**src/rtl/assert_macros.svh**
```systemverilog
// Assertion macros used by the RTL of the ray and triangle tester.
// Depends on nothing; the bodies vanish when SYNTHESIS is defined.
`ifndef ASSERT_MACROS_SVH
`define ASSERT_MACROS_SVH
`ifndef SYNTHESIS
`define RTI_ASSERT(lbl, prop, msg) \
  lbl: assert property (@(posedge clk) disable iff (!rst_n) prop) else $error(msg);
`define RTI_ASSERT_NORST(lbl, prop, msg) \
  lbl: assert property (@(posedge clk) prop) else $error(msg);
`else
`define RTI_ASSERT(lbl, prop, msg)
`define RTI_ASSERT_NORST(lbl, prop, msg)
`endif
`endif

```
**src/rtl/rti_pkg.sv**
```systemverilog
// Types, constants and fixed-point helpers of the ray and triangle tester.
// Used by every module in rtl but rti_delay; depends on nothing.
package rti_pkg;

  localparam int CW      = 32;
  localparam int FB      = 16;
  localparam int PW      = 2 * CW - FB;
  localparam int SW      = PW + 2;
  localparam int TW      = 16;
  localparam int DIV_LAT = CW + 2;

  localparam logic [CW-1:0] ONE_Q   = CW'(1) << FB;
  localparam logic [TW-1:0] TOL_RST = TW'(655);

  typedef logic signed [CW-1:0] fix_t;
  typedef logic signed [PW-1:0] raw_t;

  typedef enum logic [1:0] {
    ST_HIT   = 2'd0,
    ST_MISS  = 2'd1,
    ST_PARA  = 2'd2,
    ST_DEGEN = 2'd3
  } status_t;

  typedef enum logic [2:0] {
    CFG_ORG_X  = 3'd0,
    CFG_ORG_Y  = 3'd1,
    CFG_ORG_Z  = 3'd2,
    CFG_DIR_X  = 3'd3,
    CFG_DIR_Y  = 3'd4,
    CFG_DIR_Z  = 3'd5,
    CFG_COMP_N = 3'd6,
    CFG_TOL    = 3'd7
  } cfg_idx_t;

  typedef struct packed {
    fix_t x;
    fix_t y;
    fix_t z;
  } vec_t;

  typedef struct packed {
    vec_t            org;
    vec_t            dir;
    logic            comp_n;
    logic [TW-1:0]   tol;
  } ray_cfg_t;

  typedef struct packed {
    vec_t a;
    vec_t b;
    vec_t c;
    vec_t gn;
  } tri_t;

  typedef struct packed {
    logic degen;
    logic para;
  } flags_t;

  typedef struct packed {
    vec_t   a;
    vec_t   e1;
    vec_t   e2;
    fix_t   a00;
    fix_t   a01;
    fix_t   a11;
    fix_t   det;
    flags_t flg;
  } lam_side_t;

  typedef struct packed {
    vec_t   q;
    flags_t flg;
  } rs_side_t;

  // Full product, shifted down with rounding toward minus infinity.
  function automatic raw_t mul_fl(input fix_t a, input fix_t b);
    logic signed [2*CW-1:0] p;
    p = a * b;
    return p[2*CW-1:FB];
  endfunction

  function automatic fix_t sat_w(input logic signed [SW-1:0] x);
    fix_t r;
    if ((&x[SW-1:CW-1]) || !(|x[SW-1:CW-1])) begin
      r = x[CW-1:0];
    end else if (x[SW-1]) begin
      r = {1'b1, {(CW-1){1'b0}}};
    end else begin
      r = {1'b0, {(CW-1){1'b1}}};
    end
    return r;
  endfunction

  function automatic fix_t fadd(input fix_t a, input fix_t b);
    return sat_w(SW'(a) + SW'(b));
  endfunction

  function automatic fix_t fsub(input fix_t a, input fix_t b);
    return sat_w(SW'(a) - SW'(b));
  endfunction

  function automatic fix_t sum3(input raw_t a, input raw_t b, input raw_t c);
    return sat_w(SW'(a) + SW'(b) + SW'(c));
  endfunction

  function automatic fix_t dif2(input raw_t a, input raw_t b);
    return sat_w(SW'(a) - SW'(b));
  endfunction

endpackage

```
**src/rtl/rti_div.sv**
```systemverilog
// Pipelined signed fixed-point divider, one quotient bit per stage, saturating.
// Depends on rti_pkg.
module rti_div (
  input  logic         clk,
  input  logic         rst_n,
  input  logic         in_vld,
  input  rti_pkg::fix_t num,
  input  rti_pkg::fix_t den,
  output logic         out_vld,
  output rti_pkg::fix_t quo
);
  import rti_pkg::*;

  localparam int NS = CW;

  logic          vld_r [NS+1];
  logic [CW-1:0] rem_r [NS+1];
  logic [CW-1:0] dvs_r [NS+1];
  logic [CW-1:0] low_r [NS+1];
  logic [CW-1:0] q_r   [NS+1];
  logic          neg_r [NS+1];
  logic          ovf_r [NS+1];
  logic [CW-1:0] rem_nxt [NS+1];
  logic [CW-1:0] q_nxt   [NS+1];
  logic [CW-1:0] mag_n, mag_d;
  logic [CW:0]   sh;
  logic          out_vld_r;
  fix_t          quo_r, quo_nxt;

  assign mag_n = num[CW-1] ? (~num + CW'(1)) : num;
  assign mag_d = den[CW-1] ? (~den + CW'(1)) : den;

  // Restoring step: shift in the next dividend bit, subtract when it fits.
  always_comb begin
    rem_nxt[0] = '0;
    q_nxt[0]   = '0;
    for (int k = 1; k <= NS; k++) begin
      sh = {rem_r[k-1], low_r[k-1][CW-1]};
      if (sh >= {1'b0, dvs_r[k-1]}) begin
        rem_nxt[k] = CW'(sh - {1'b0, dvs_r[k-1]});
        q_nxt[k]   = {q_r[k-1][CW-2:0], 1'b1};
      end else begin
        rem_nxt[k] = sh[CW-1:0];
        q_nxt[k]   = {q_r[k-1][CW-2:0], 1'b0};
      end
    end
  end

  always_comb begin
    if (ovf_r[NS]) begin
      quo_nxt = neg_r[NS] ? {1'b1, {(CW-1){1'b0}}} : {1'b0, {(CW-1){1'b1}}};
    end else if (neg_r[NS]) begin
      quo_nxt = (q_r[NS] > {1'b1, {(CW-1){1'b0}}}) ? {1'b1, {(CW-1){1'b0}}}
                                                   : fix_t'(~q_r[NS] + CW'(1));
    end else begin
      quo_nxt = (q_r[NS] > {1'b0, {(CW-1){1'b1}}}) ? {1'b0, {(CW-1){1'b1}}}
                                                   : fix_t'(q_r[NS]);
    end
  end

  always_ff @(posedge clk) begin
    if (!rst_n) begin
      for (int k = 0; k <= NS; k++) begin
        vld_r[k] <= 1'b0;
      end
      out_vld_r <= 1'b0;
    end else begin
      vld_r[0] <= in_vld;
      for (int k = 1; k <= NS; k++) begin
        vld_r[k] <= vld_r[k-1];
      end
      out_vld_r <= vld_r[NS];
    end
  end

  always_ff @(posedge clk) begin
    rem_r[0] <= mag_n >> FB;
    low_r[0] <= mag_n << (CW - FB);
    dvs_r[0] <= mag_d;
    q_r[0]   <= q_nxt[0] | rem_nxt[0];
    neg_r[0] <= num[CW-1] ^ den[CW-1];
    // The quotient needs more than CW bits exactly when |n| >= |d| * 2^FB.
    ovf_r[0] <= ({{FB{1'b0}}, mag_n} >= {mag_d, {FB{1'b0}}});
    for (int k = 1; k <= NS; k++) begin
      rem_r[k] <= rem_nxt[k];
      low_r[k] <= {low_r[k-1][CW-2:0], 1'b0};
      dvs_r[k] <= dvs_r[k-1];
      q_r[k]   <= q_nxt[k];
      neg_r[k] <= neg_r[k-1];
      ovf_r[k] <= ovf_r[k-1];
    end
    quo_r <= quo_nxt;
  end

  assign out_vld = out_vld_r;
  assign quo     = quo_r;

endmodule

```
**config.mk**
```make
export PLATFORM = sky130hd
export DESIGN_NAME = rti_div
export DESIGN_NICKNAME = d
export VERILOG_FILES = /design/src/rtl/assert_macros.svh /design/src/rtl/rti_pkg.sv /design/src/rtl/rti_div.sv
export SDC_FILE = /design/constraint.sdc
export NUM_CORES = 2
export LEC_CHECK = 0
export BUFFER_PORTS_ARGS = -buffer_cell sky130_fd_sc_hd__buf_2
export CORE_ASPECT_RATIO = 0.8
export CORE_UTILIZATION = 45
export DETAILED_ROUTE_END_ITERATION = 10
export PLACE_DENSITY = 0.66
export SETUP_SLACK_MARGIN = 0.1
export SYNTH_ARGS = -nofsm -noshare
export SYNTH_HDL_FRONTEND = slang
export SYNTH_MEMORY_MAX_BITS = 65536
export SYNTH_SLANG_ARGS = --single-unit
export TNS_END_PERCENT = 5
```
**constraint.sdc**
```tcl
create_clock -name clk -period 4.96 [get_ports clk]
set_input_delay 0.248 -clock clk [delete_from_list [all_inputs] [get_ports clk]]
set_output_delay 0.248 -clock clk [all_outputs]
set_load 0.02 [all_outputs]
```
==> reports/qor.csv <==
stage,metric,value,unit
setup_path,worstPathArrival,5170,ps
place,placed_area,129000,um^2
logic_synthesis,yosys_warnings,0,
clock_tree,clkTransAtPathRegs,60,ps
timing,setup_tns,0,ps
clock_tree,clk_latency,860,ps
setup_path,cp-end-kind,flop,
timing,setup_ws,507,ps
logic_synthesis,async_flop_share,0,%
setup_path,crit_type,flop to flop,
setup_path,crit_required,5670,ps
timing,grt_setup_unrepaired,no,
global_routing,grtUsageTotal,21.0,%
logic_synthesis,synthCells,13070,
floorplanning,dieWidth,588,um
finish,final_area,140000,um^2
global_routing,grt_pass1_wl,473000,um
logic_synthesis,netlist_top_cells_area,"dfxtp_1, ha_1, a21oi_1",
detailed_routing,drcViolationCount,0,
setup_path,crit_top_cell,buf_4,
min_path,hp-class,primary input to flop,
detailed_routing,wl_per_cell,17.4,um
place,port_buffers,99,
finish,drive_above_1_share,8.83,%
clock_tree,cts_resized,0,
setup_path,cp_top_family,compound AO/OA/AOI/OAI gates,
status,status,completed,
logic_synthesis,synth_edf_count,0,
floorplanning,rows,171,
detailed_routing,first_iter_violations,6526,
setup_path,critPathBufInv,3,
logic_synthesis,synth_most_common_cell,dfxtp_1,
power_and_ir_drop,vdd_drop_max,0.428,mV
detailed_routing,ant_nets,0,
job,drv_cap,0,
logic_synthesis,ys_seq_area_share,45.7,%
logic_synthesis,syn_area,124000,um^2
logic_synthesis,synth_ff_type,dfxtp_1,
detailed_routing,drtPass1Iterations,6,
place,dpl_worst_slack,636,ps
timing,finalHoldViolations,0,
clock_tree,hold_buffers,111,
finish,nNetsFinal,14498,
timing,setup_viol,0,
clock_tree,h-tree-depth,5,
detailed_routing,num_vias,91167,
power_and_ir_drop,power.leakage,64.1,nW
logic_synthesis,yosysUniqueCellTypes,96,
timing,final.min_clock_period,4450,ps
detailed_routing,drt_wl_total,300000,um
setup_path,crit_slowest_cell,a31oi_1,
global_routing,grt_max_degree,65,
finish,area_growth,13.1,%
power_and_ir_drop,power_density,702,nW/um^2
global_routing,grt_pass1_vias,85442,
global_routing,antenna_found_initial,15,
clock_tree,clockBufferDepth,4,
timing,relSlewSlack,13.3,%
floorplanning,die_area,277000,um^2
logic_synthesis,synth_commonest_cells,"dfxtp_1, inv_1, ha_1",
timing,finClkSkew,75.4,ps
logic_synthesis,synth_area_leader_cell,dfxtp_1,
detailed_routing,avgViaCountPerCell,5.29,
logic_synthesis,ys_seq_elements,2828,
clock_tree,cts_root_buf,clkbuf_16,
timing,tightest_slew,1300,ps
floorplanning,initial_core_util,45.4,%
clock_tree,cts_tree,built,
setup_path,critPathMaxStageDelay,470,ps
floorplanning,die_y,471,um
setup_path,cp-start-kind,flop,
logic_synthesis,avgSynthCellArea,9.47,um^2
logic_synthesis,syn-num-nets,14195,
setup_path,crit_chain,inv_1 -> ha_1 -> nor2b_1 -> o31a_1 -> o221ai_1 -> nand4b_1 -> a31oi_1 -> o31ai_1 -> a21boi_1 -> a2111oi_0 -> buf_4 -> a2111oi_4 -> buf_4 -> mux2_2,
logic_synthesis,synth_top_cell_area_share,45.7,%
timing,slew_violations,0,
place,place_hpwl,232000,um
timing,min_period_over_period,89.8,%
global_routing,grt_overflow,0,
clock_tree,cts_made_buffers,292,
floorplanning,num_io_pins,100,
clock_tree,postCtsSetupBuffers,0,
floorplanning,design.core.area,272000,um^2
timing,max_freq,0.225,GHz
place,gp_congestion,0.923,
clock_tree,cts_sinks,2828,
setup_path,cp_max_fo,33,
cells by family after synthesis:
| group | count (synthesis) | synth area share [%] |
|---|---|---|
| fa+ha+maj | 1058 | 10.9 |
| compound gates | 3343 | 17.0 |
| buf+inv | 1613 | 4.94 |
| flops | 2828 | 45.7 |
| simple gates | 2950 | 11.5 |
| xor+xnor | 843 | 5.97 |
| mux | 435 | 3.93 |
state kept, by name, summed over array words and instances (netlist names), 32 cells and up:
name	count
q_r	528
low_r	136
vld_r	33
quo	32
ovf_r	33
neg_r	33
dvs_r	1024
rem_r	1008
metrics by stage:
step	std cells	hold WS, ps	power [mW]	util [%]
floorplan	13070	276	64.5	-
global placement	16601	310	74.7	47.3
detailed placement	16601	312	75.0	47.3
CTS	17229	40.7	98.4	51.4
global route	17240	83.0	105	51.4
finish	17246	103	98.3	51.4
power by group:
part           switching, mW  internal, mW  leakage [nW]
registers               3.68          28.8          23.7
logic                   23.8          19.2          35.5
clock network           9.06          13.8          4.94
worst min-delay path, cell delays in order:
cell       delay (ps)
buf_2             180
or4b_2            150
a21oi_1            50
o2111ai_1         180
a31oi_1            80
metal layers:
metal	wire length [um]	up-vias	track usage [%]
li1	-	45975	-
met5	13	-	0
met1	148000	42394	30.6
met3	17800	440	3.07
met4	7670	2	5.77
met2	126000	2356	32.2
placed cells by master (no fill, tap or decap), types with 91 or more instances in the layout:
cell and count:
o21a_1 138, mux2_2 407, nor2b_1 165, buf_2 99
xor2_1 327, nor3_1 179, and3_1 98, o21ai_0 745
a21oi_1 1024, o21bai_1 140, a21o_1 485, nand2b_1 149
xnor2_1 516, inv_1 1326, clkbuf_16 298, ha_1 1027
and2_1 92, dfxtp_1 2827, dlygate4sd3_1 111, a31oi_1 120
nand4_1 161, o31ai_1 91, nand3_1 194, nand2_1 795
nor2_1 795
path summary, 6_finish.rpt:
| path | from | endpoint | slack [ps] | depth (start not counted) |
|---|---|---|---|---|
| max reg2reg | dvs_r[0][129]$_DFF_P_ | rem_r[0][169]$_DFF_P_ | 510 | 14 |
| max | dvs_r[0][129]$_DFF_P_ | rem_r[0][169]$_DFF_P_ | 510 | 14 |
| min | num[11] | ovf_r[0][0]$_DFF_P_ | 100 | 5 |
| min reg2reg | dvs_r[0][845]$_DFF_P_ | dvs_r[0][877]$_DFF_P_ | 300 | 0 |
final cells by class:
type,count,area (um^2)
Fill cell,24737,132000
Multi-Input combinational cell,8629,61300
Sequential cell,2828,56600
Clock buffer,398,8360
Inverter,1329,4990
Tap cell,3633,4550
Timing Repair Buffer,293,2390
Clock inverter,119,1670
Antenna cell,17,42.5
No activity file was read; power rests on OpenSTA's default activity.
