==> config.mk <==
export PLATFORM = sky130hd
export DESIGN_NAME = rti_delay
export DESIGN_NICKNAME = d
export VERILOG_FILES = /design/src/rtl/assert_macros.svh /design/src/rtl/rti_delay.sv
export SDC_FILE = /design/constraint.sdc
export NUM_CORES = 1
export LEC_CHECK = 0
export BUFFER_PORTS_ARGS = -buffer_cell sky130_fd_sc_hd__buf_2
export CAP_MARGIN = 20
export CORE_AREA = 3 3 40 42
export DETAILED_ROUTE_END_ITERATION = 12
export DIE_AREA = 0 0 43 45
export GPL_TIMING_DRIVEN = 0
export SYNTH_ARGS = -nofsm -noshare
export SYNTH_HDL_FRONTEND = slang
export SYNTH_SLANG_ARGS = --single-unit
==> constraint.sdc <==
create_clock -name clk -period 0.8 [get_ports clk]
set_input_delay 0.24 -clock clk [delete_from_list [all_inputs] [get_ports clk]]
set_output_delay 0.24 -clock clk [all_outputs]
set_load 0.05 [all_outputs]
==> src/rtl/assert_macros.svh <==
// Assertion macros used by the RTL of the ray and triangle tester.
// Depends on nothing; the bodies vanish when SYNTHESIS is defined.
`ifndef ASSERT_MACROS_SVH
`define ASSERT_MACROS_SVH
`ifndef SYNTHESIS
`define RTI_ASSERT(lbl, prop, msg) \
  lbl: assert property (@(posedge clk) disable iff (!rst_n) prop) else $error(msg);
`define RTI_ASSERT_NORST(lbl, prop, msg) \
  lbl: assert property (@(posedge clk) prop) else $error(msg);
`else
`define RTI_ASSERT(lbl, prop, msg)
`define RTI_ASSERT_NORST(lbl, prop, msg)
`endif
`endif

==> src/rtl/rti_delay.sv <==
// Shift line that carries side data alongside a divider.
// Depends on nothing but its parameters.
module rti_delay #(
  parameter int W     = 8,
  parameter int DEPTH = 2
) (
  input  logic         clk,
  input  logic [W-1:0] d,
  output logic [W-1:0] q
);

  logic [W-1:0] sr_r [DEPTH];

  always_ff @(posedge clk) begin
    sr_r[0] <= d;
    for (int i = 1; i < DEPTH; i++) begin
      sr_r[i] <= sr_r[i-1];
    end
  end

  assign q = sr_r[DEPTH-1];

endmodule

==> impl_metrics.ini, run 1 <==
[route]
top_layer_used = met3
avgRoutedWirePerCell_um = 7.58
dr_wl_met3_um = 50
dr.pass1.iters = 2
met1_length_um = 168
drt_iter0_drc = 2
num_vias = 152
viasPerCell = 3.04
drc = 0
ant_nets = 0
routed_wl_um = 379
wl_met2_um = 161

[timing]
final-hold-violation-count = 0
rsz0062_at_grt = true
skew_ns = 0.00416
setup_slack_ns = -0.189
whs_ns = 0.0660
fin_setup_tns_ns = -1.44
maxSlewViolCount = 0
clock.fmax_mhz = 1010
setup_violations = 8
worstMarginPinSlew_ns = 0.0778
finalCriticalPeriod_ns = 0.989
relSlewSlack_pct = 94.8
fin_crit_sh_pct = 124

[worst_hold_path]
hold_class = primary input to flip-flop

[yosys]
ys_types = 2
ys_warn_count = 0
yosys.area.top_type = dfxtp_1
synthArstFlopShare_pct = 0
synthTopCellsByArea = dfxtp_1 (84%), buf_4 (16%)
syn_nets = 33
synth_seq_cells = 16
synth.most_common_cell = dfxtp_1
ys.flop_type = dfxtp_1
yosysTopAreaCellShare_pct = 84.2
syn-mean-instance-area_sq_um = 15.8
synth_edf_count = 0
netlist_area_sq_um = 380
netlist_top_cells_count = dfxtp_1 (16), buf_4 (8)
ys_seq_area_share_pct = 84.2
syn_inst = 24

[pwr]
ir_worst_vdd_mv = 1.10
p_leak_nw = 0.240
powerDensity_nw_per_um2 = 2610
power.total_w = 0.00139

[cts]
cts_root_buffer = clkbuf_4
cts_inserted_buffers = 3
tritoncts = done
cts_sinks = 16
clkLatencyLatePin_ns = 0.27
clk_pin_slew_ns = 0.08
ctsLongestPathBuffers = 2
cts_max_level = 1
post_cts_buffers = 0

[global_route]
grtUsageTotal_pct = 4.70
gr-total-overflow = 0
grt_pass1_vias = 137
grt_pass1_wl_um = 593
antenna_found_initial = 0
grt_max_degree = 9

[worst_setup_path]
slowest_stage = dfxtp_2
end_kind = output pin
critPathKind = flip-flop to output pin
arrival_ns = 0.75
max_stage_delay_ns = 0.34
critPathTopFamily = flip-flops
worst_setup_path_start_kind = flip-flop
cp_num_buf_inv = 1
path_cells = buf_8
required_ns = 0.56
cp_max_fo = 1

[floorplanning]
coreArea_sq_um = 1280
die_area_sq_um = 1940
die_h_um = 45
start_util_pct = 29.6
num_rows = 13
ios = 17
die_x_um = 43

[cells_and_area]
drive_gt1_share_pct = 77.1
num-multi-input-gates = 0
n_antenna_cell = 0
multi_input_area_sq_um = 0
largest-register = sr_r
reg_top3 = sr_r x16
area_growth_pct = 39.8
largest_reg_flops = 16
nFillCells = 119
nNetsFinal = 46

[placed_design]
post-place-ws_ns = -0.0758
portBuffers = 16
gp_congestion = 0.548

[job]
maxCapViolations = 0

[status]
outcome = finished, violations left
violations = setup timing
==> where the power goes <==
part / internal (W) / switching [W]
Sequential: 0.000843 / 0.0000167
Combinational: 0.0000692 / 0.0000859
Clock: 0.000174 / 0.000200
Total: 0.00109 / 0.000302
==> metrics by stage <==
stage,instance area [sq um],instances,utilization [%]
3_5_place_dp,479,55,37.3
4_1_cts,532,50,41.4
6_report,532,50,41.4
5_1_grt,532,50,41.4
3_3_place_gp,479,55,37.3
2_1_floorplan,380,24,-
==> cell usage in the layout, fill, tap and decap left out <==
cell type  netlist  final
buf_8            0      8
buf_2            0      8
dfxtp_1         16      8
clkbuf_4         0      3
dfxtp_2          0      8
==> logic make-up (layout without fill, tap and decap cells) <==
family | Yosys count | after routing | synth area share, %
buffers and inverters | 8 | 19 | 15.8
flip-flops | 16 | 16 | 84.2
==> area by class of cell <==
cell class            instances  area (sq um)  area share [%]
Sequential cell              16           330            62.1
Timing Repair Buffer         16           160            30.1
Clock buffer                  3          22.5            4.24
Tap cell                     15          18.8            3.53
==> final timing paths <==
| kind | start | endpoint | slack, ns | cells after the start |
|---|---|---|---|---|
| worst max-delay path | sr_r[0][15]$_DFF_P_ | q[7] | -0.19 | 1 |
| worst min-delay path | d[6] | sr_r[0][6]$_DFF_P_ | 0.07 | 1 |
| worst max register to register | sr_r[0][3]$_DFF_P_ | sr_r[0][11]$_DFF_P_ | 0.40 | 0 |
| worst min register to register | sr_r[0][0]$_DFF_P_ | sr_r[0][8]$_DFF_P_ | 0.33 | 0 |
==> repair_timing <==
item                                    CTS  global route
gates resized for setup                  32             0
endpoints found under the setup margin    8             8
hold buffers                              0             0
gates cloned                              0             0
==> layer usage <==
metal	vias up	GRT usage [%]
li1	86	-
met4	0	7.23
met5	-	0
met2	13	4.19
met1	53	5.91
met3	0	2.39
Note: power is estimated with default switching activity, not from simulation.
==> inputs of run 2 (changes only) <==
--- a/config.mk
+++ b/config.mk
@@ -11,6 +11,7 @@
 export DETAILED_ROUTE_END_ITERATION = 12
 export DIE_AREA = 0 0 43 45
 export GPL_TIMING_DRIVEN = 0
+export SETUP_SLACK_MARGIN = 0.4
 export SYNTH_ARGS = -nofsm -noshare
 export SYNTH_HDL_FRONTEND = slang
 export SYNTH_SLANG_ARGS = --single-unit
==> run 2 against run 1 <==
  * The flow still finishes with violations (setup timing)
  * Cell area is 16% higher
  * Global-route usage up 0.18 points
  * Worst hold slack barely moved
  * Critical endpoint is now q[1]
==> impl_metrics.ini, run 2 (synthesized netlist as in run 1, its figures left out) <==
[status]
outcome = finished, violations left
violations = setup timing

[pwr]
powerDensity_nw_per_um2 = 2490
power.total_w = 0.00154
ir_worst_vdd_mv = 1.11
p_leak_nw = 0.288

[cells_and_area]
drive_gt1_share_pct = 84.1
largest_reg_flops = 16
final_cells = 59
nNetsFinal = 54
largest-register = sr_r
final_common_cell = buf_6
num-multi-input-gates = 0
n_antenna_cell = 0
final_cell_mix = buf_6 (13), dfxtp_2 (9), buf_2 (8)
area_growth_pct = 62.5
multi_input_area_sq_um = 0
reg_top3 = sr_r x16

[worst_setup_path]
rr_startpoint = sr_r[0][6]$_DFF_P_
rrSetupSlack_ns = 0.39
critPathKind = flip-flop to output pin
crit_start = sr_r[0][9]$_DFF_P_
end_kind = output pin
required_ns = 0.56
cp_max_fo = 1
worst_setup_path_start_kind = flip-flop
arrival_ns = 0.83

[route]
routed_wl_um = 408
ant_nets = 0
viasPerCell = 3.03
drt_iter0_drc = 0
dr.pass1.iters = 1
drc = 0
num_vias = 179
avgRoutedWirePerCell_um = 6.92

[cts]
ctsLongestPathBuffers = 2
cts_root_buffer = clkbuf_4
cts_inserted_buffers = 3
tritoncts = done
hold_buffers = 0
cts_max_level = 1
clk_pin_slew_ns = 0.08
cts_sinks = 16
clkLatencyLatePin_ns = 0.27
post_cts_buffers = 0

[global_route]
grtUsageTotal_pct = 4.87
grt_pass1_wl_um = 600
grt_max_degree = 10
gr-total-overflow = 0
grt_pass1_vias = 159
antenna_found_initial = 0

[placed_design]
dp.cells = 55
post-place-ws_ns = -0.0624
gp_congestion = 0.551
portBuffers = 16

[timing]
setup_violations = 8
final-hold-violation-count = 0
maxSlewViolCount = 0
relSlewSlack_pct = 92.7
rsz0062_at_grt = true
skew_ns = 0.000406
setup_slack_ns = -0.271
clock.fmax_mhz = 934
finalCriticalPeriod_ns = 1.07
worstMarginPinSlew_ns = 0.110
fin_crit_sh_pct = 134

[floorplanning]
die_x_um = 43
die_h_um = 45
num_rows = 13
ios = 17
coreArea_sq_um = 1280
start_util_pct = 29.6
die_area_sq_um = 1940

[worst_hold_path]
min_from = d[7]
hold_class = primary input to flip-flop

[job]
maxCapViolations = 0
[run 2: what timing repair did]
action	4_1_cts	5_1_grt
setup endpoints to repair	12	16
endpoints found under the hold margin	0	0
gates resized for setup	16	4
pin swaps	0	0
[run 2: final cells by class]
class,count,area (sq um)
fillers,113,667
flip-flops and latches,16,332
repair buffers,16,141
plain buffers,8,90.1
clock buffers,4,36.3
well taps,15,18.8
[run 2: final timing paths]
| kind | endpoint | depth (start not counted) |
|---|---|---|
| hold / removal | sr_r[0][7]$_DFF_P_ | 1 |
| setup / recovery | q[1] | 2 |
| setup reg to reg | sr_r[0][14]$_DFF_P_ | 0 |
| hold reg to reg | sr_r[0][9]$_DFF_P_ | 0 |
[run 2: worst max-delay path, cell delays in order, from the launching register on]
cell and delay [ns]:
dfxtp_2 0.32, buf_6 0.10, buf_8 0.14
[run 2: where the power goes]
group | leakage, nW | internal (W) | switching (W)
Clock | 0.0210 | 0.000276 | 0.000212
Sequential | 0.135 | 0.000843 | 0.0000123
Combinational | 0.132 | 0.0000961 | 0.0000969
Total | 0.288 | 0.00122 | 0.000321
[run 2: routing by layer]
layer | global-route usage [%] | vias up | wire length, um
met2 | 6.59 | 9 | 196
met4 | 7.23 | 0 | 10
li1 | - | 104 | -
met5 | 0 | - | 0
met1 | 4.46 | 64 | 151
met3 | 2.39 | 2 | 49
[run 2: metrics by stage]
| step | hold slack (ns) | setup TNS [ns] | area (sq um) | utilization [%] |
|---|---|---|---|---|
| finish | 0.0657 | -2.15 | 618 | 48.1 |
| global route | 0.0428 | -2.48 | 618 | 48.1 |
| CTS | 0.0574 | -2.24 | 606 | 47.1 |
| detailed placement | 0.312 | -0.483 | 519 | 40.4 |
| global placement | 0.310 | -0.475 | 519 | 40.4 |
| floorplan | 0.268 | 0 | 420 | - |
==> inputs of run 3 (changes only) <==
--- a/config.mk
+++ b/config.mk
@@ -5,12 +5,13 @@
 export SDC_FILE = /design/constraint.sdc
 export NUM_CORES = 1
 export LEC_CHECK = 0
-export BUFFER_PORTS_ARGS = -buffer_cell sky130_fd_sc_hd__buf_2
 export CAP_MARGIN = 20
 export CORE_AREA = 3 3 40 42
 export DETAILED_ROUTE_END_ITERATION = 12
 export DIE_AREA = 0 0 43 45
+export DONT_BUFFER_PORTS = 1
 export GPL_TIMING_DRIVEN = 0
+export RECOVER_POWER = 25
 export SETUP_SLACK_MARGIN = 0.4
 export SYNTH_ARGS = -nofsm -noshare
 export SYNTH_HDL_FRONTEND = slang
==> run 3 against run 2 <==
  * The flow finishes with violations (hold timing, setup timing)
  * Register-to-register slack about the same
  * Critical endpoint is now q[4]
  * Via count decreased by 23%
  * Utilization decreased by 8.6 points
  * Cell area decreased by 18%
==> impl_metrics.ini, run 3 (synthesized netlist as in run 1, its figures left out) <==
[timing]
skew_ns = 0.00135
worstMarginPinSlew_ns = 0.0822
setup_violations = 8
final-hold-violation-count = 8
setup_slack_ns = -0.194
clock.fmax_mhz = 1010
fin_setup_tns_ns = -1.51
maxSlewViolCount = 0
relSlewSlack_pct = 94.5
finalCriticalPeriod_ns = 0.994
whs_ns = -0.0149
rsz0062_at_grt = true
fin_crit_sh_pct = 124

[cts]
cts_root_buffer = clkbuf_4
clk_pin_slew_ns = 0.08
cts_inserted_buffers = 3
cts_max_level = 1
ctsLongestPathBuffers = 2
cts_sinks = 16
clkLatencyLatePin_ns = 0.27
tritoncts = done

[worst_setup_path]
slowest_stage = dfxtp_2
rrSetupSlack_ns = 0.39
cp_num_buf_inv = 1
cp_max_fo = 1
arrival_ns = 0.75
critPathKind = flip-flop to output pin
worst_setup_path_start_kind = flip-flop
critPathTopFamily = flip-flops
max_stage_delay_ns = 0.34
end_kind = output pin
rr_startpoint = sr_r[0][1]$_DFF_P_
rr_endpoint = sr_r[0][9]$_DFF_P_
path_cells = buf_8
ff2ff_path_depth = 0
required_ns = 0.56

[cells_and_area]
largest_reg_flops = 16
final_common_cell = dfxtp_2
final_util_pct = 39.5
final_cell_mix = dfxtp_2 (10), buf_8 (8), dfxtp_1 (6)
multi_input_area_sq_um = 0
final_area_sq_um = 508
nNetsFinal = 38
n_antenna_cell = 0
num-multi-input-gates = 0
area_growth_pct = 33.6
largest-register = sr_r
drive_gt1_share_pct = 78.6
reg_top3 = sr_r x16

[route]
drt_iter0_drc = 1
num_vias = 137
dr.pass1.iters = 2
ant_nets = 0
avgRoutedWirePerCell_um = 9.58
drc = 0
routed_wl_um = 412
viasPerCell = 3.19

[global_route]
grt_max_degree = 10
grt_pass1_vias = 136
antenna_found_initial = 0
grt_pass1_wl_um = 579
grtUsageTotal_pct = 4.79
gr-total-overflow = 0

[placed_design]
portBuffers = 0
gp_congestion = 0.524
dpl-instance-area_sq_um = 439
post-place-ws_ns = 0.102

[floorplanning]
die_x_um = 43
num_rows = 13
start_util_pct = 29.6
die_h_um = 45
die_area_sq_um = 1940
ios = 17
coreArea_sq_um = 1280

[pwr]
combinationalPowerShare_pct = 9.3
p_leak_nw = 0.215
ir_worst_vdd_mv = 1.23
sequentialPowerShare_pct = 57.6
internal-power_w = 0.00118
p_sw_share_pct = 21.3
powerDensity_nw_per_um2 = 2940
power.switching_w = 0.000319
p_clk_share_pct = 33.1

[worst_hold_path]
min_to = sr_r[0][1]$_DFF_P_
min_from = d[1]
whs_path_depth = 0
hold_class = primary input to flip-flop

[job]
maxCapViolations = 0

[status]
outcome = finished, violations left
violations = hold timing, setup timing
## run 3: cell types whose count changed in the layout (fill, tap and decap cells not counted), sizes merged
cell / previous run / this run
buf: 24 / 8
## run 3: worst max path at each step
stage / start / endpoint / slack (ns) / depth (start not counted)
after global routing: sr_r[0][9]$_DFF_P_ / q[1] / -0.24 / 1
after floorplan: sr_r[0][8]$_DFF_P_ / q[0] / 0.12 / 1
final: sr_r[0][12]$_DFF_P_ / q[4] / -0.19 / 1
after detailed placement: sr_r[0][9]$_DFF_P_ / q[1] / 0.10 / 1
after CTS: sr_r[0][14]$_DFF_P_ / q[6] / -0.21 / 1
after global placement: sr_r[0][10]$_DFF_P_ / q[2] / 0.11 / 1
## run 3: cell type report
class / instances / area (sq um)
buffer: 8 / 120
fill: 122 / 777
tap: 15 / 18.8
sequential: 16 / 333
clock buffer: 4 / 36.3
## run 3: stage by stage
step / instances / hold slack, ns / power, W
2_1_floorplan: 24 / 0.268 / 0.000993
6_report: 43 / -0.0149 / 0.00150
5_1_grt: 43 / -0.0428 / 0.00156
3_3_place_gp: 39 / 0.268 / 0.000998
3_5_place_dp: 39 / 0.268 / 0.00100
4_1_cts: 43 / -0.0276 / 0.00151
## run 3: what timing repair did
item	4_1_cts	5_1_grt
setup endpoints to repair	12	16
gates cloned	0	0
endpoints found under the hold margin	8	8
resized for setup	5	5
setup buffers	0	0
## run 3: routing by layer
layer	track usage [%]	wire length (um)	vias up
met3	2.39	35	0
met4	7.23	0	0
met2	5.69	220	9
met5	0	0	-
li1	-	-	73
met1	4.95	156	55
## run 3: power by group through the flow
stage                     clock network [W]  registers, W  logic [W]
after global routing               0.000555      0.000866   0.000141
after global placement                    0      0.000874   0.000124
after floorplan                           0      0.000872   0.000121
after CTS                          0.000516      0.000860   0.000134
final                              0.000495      0.000862   0.000139
after detailed placement                  0      0.000876   0.000124
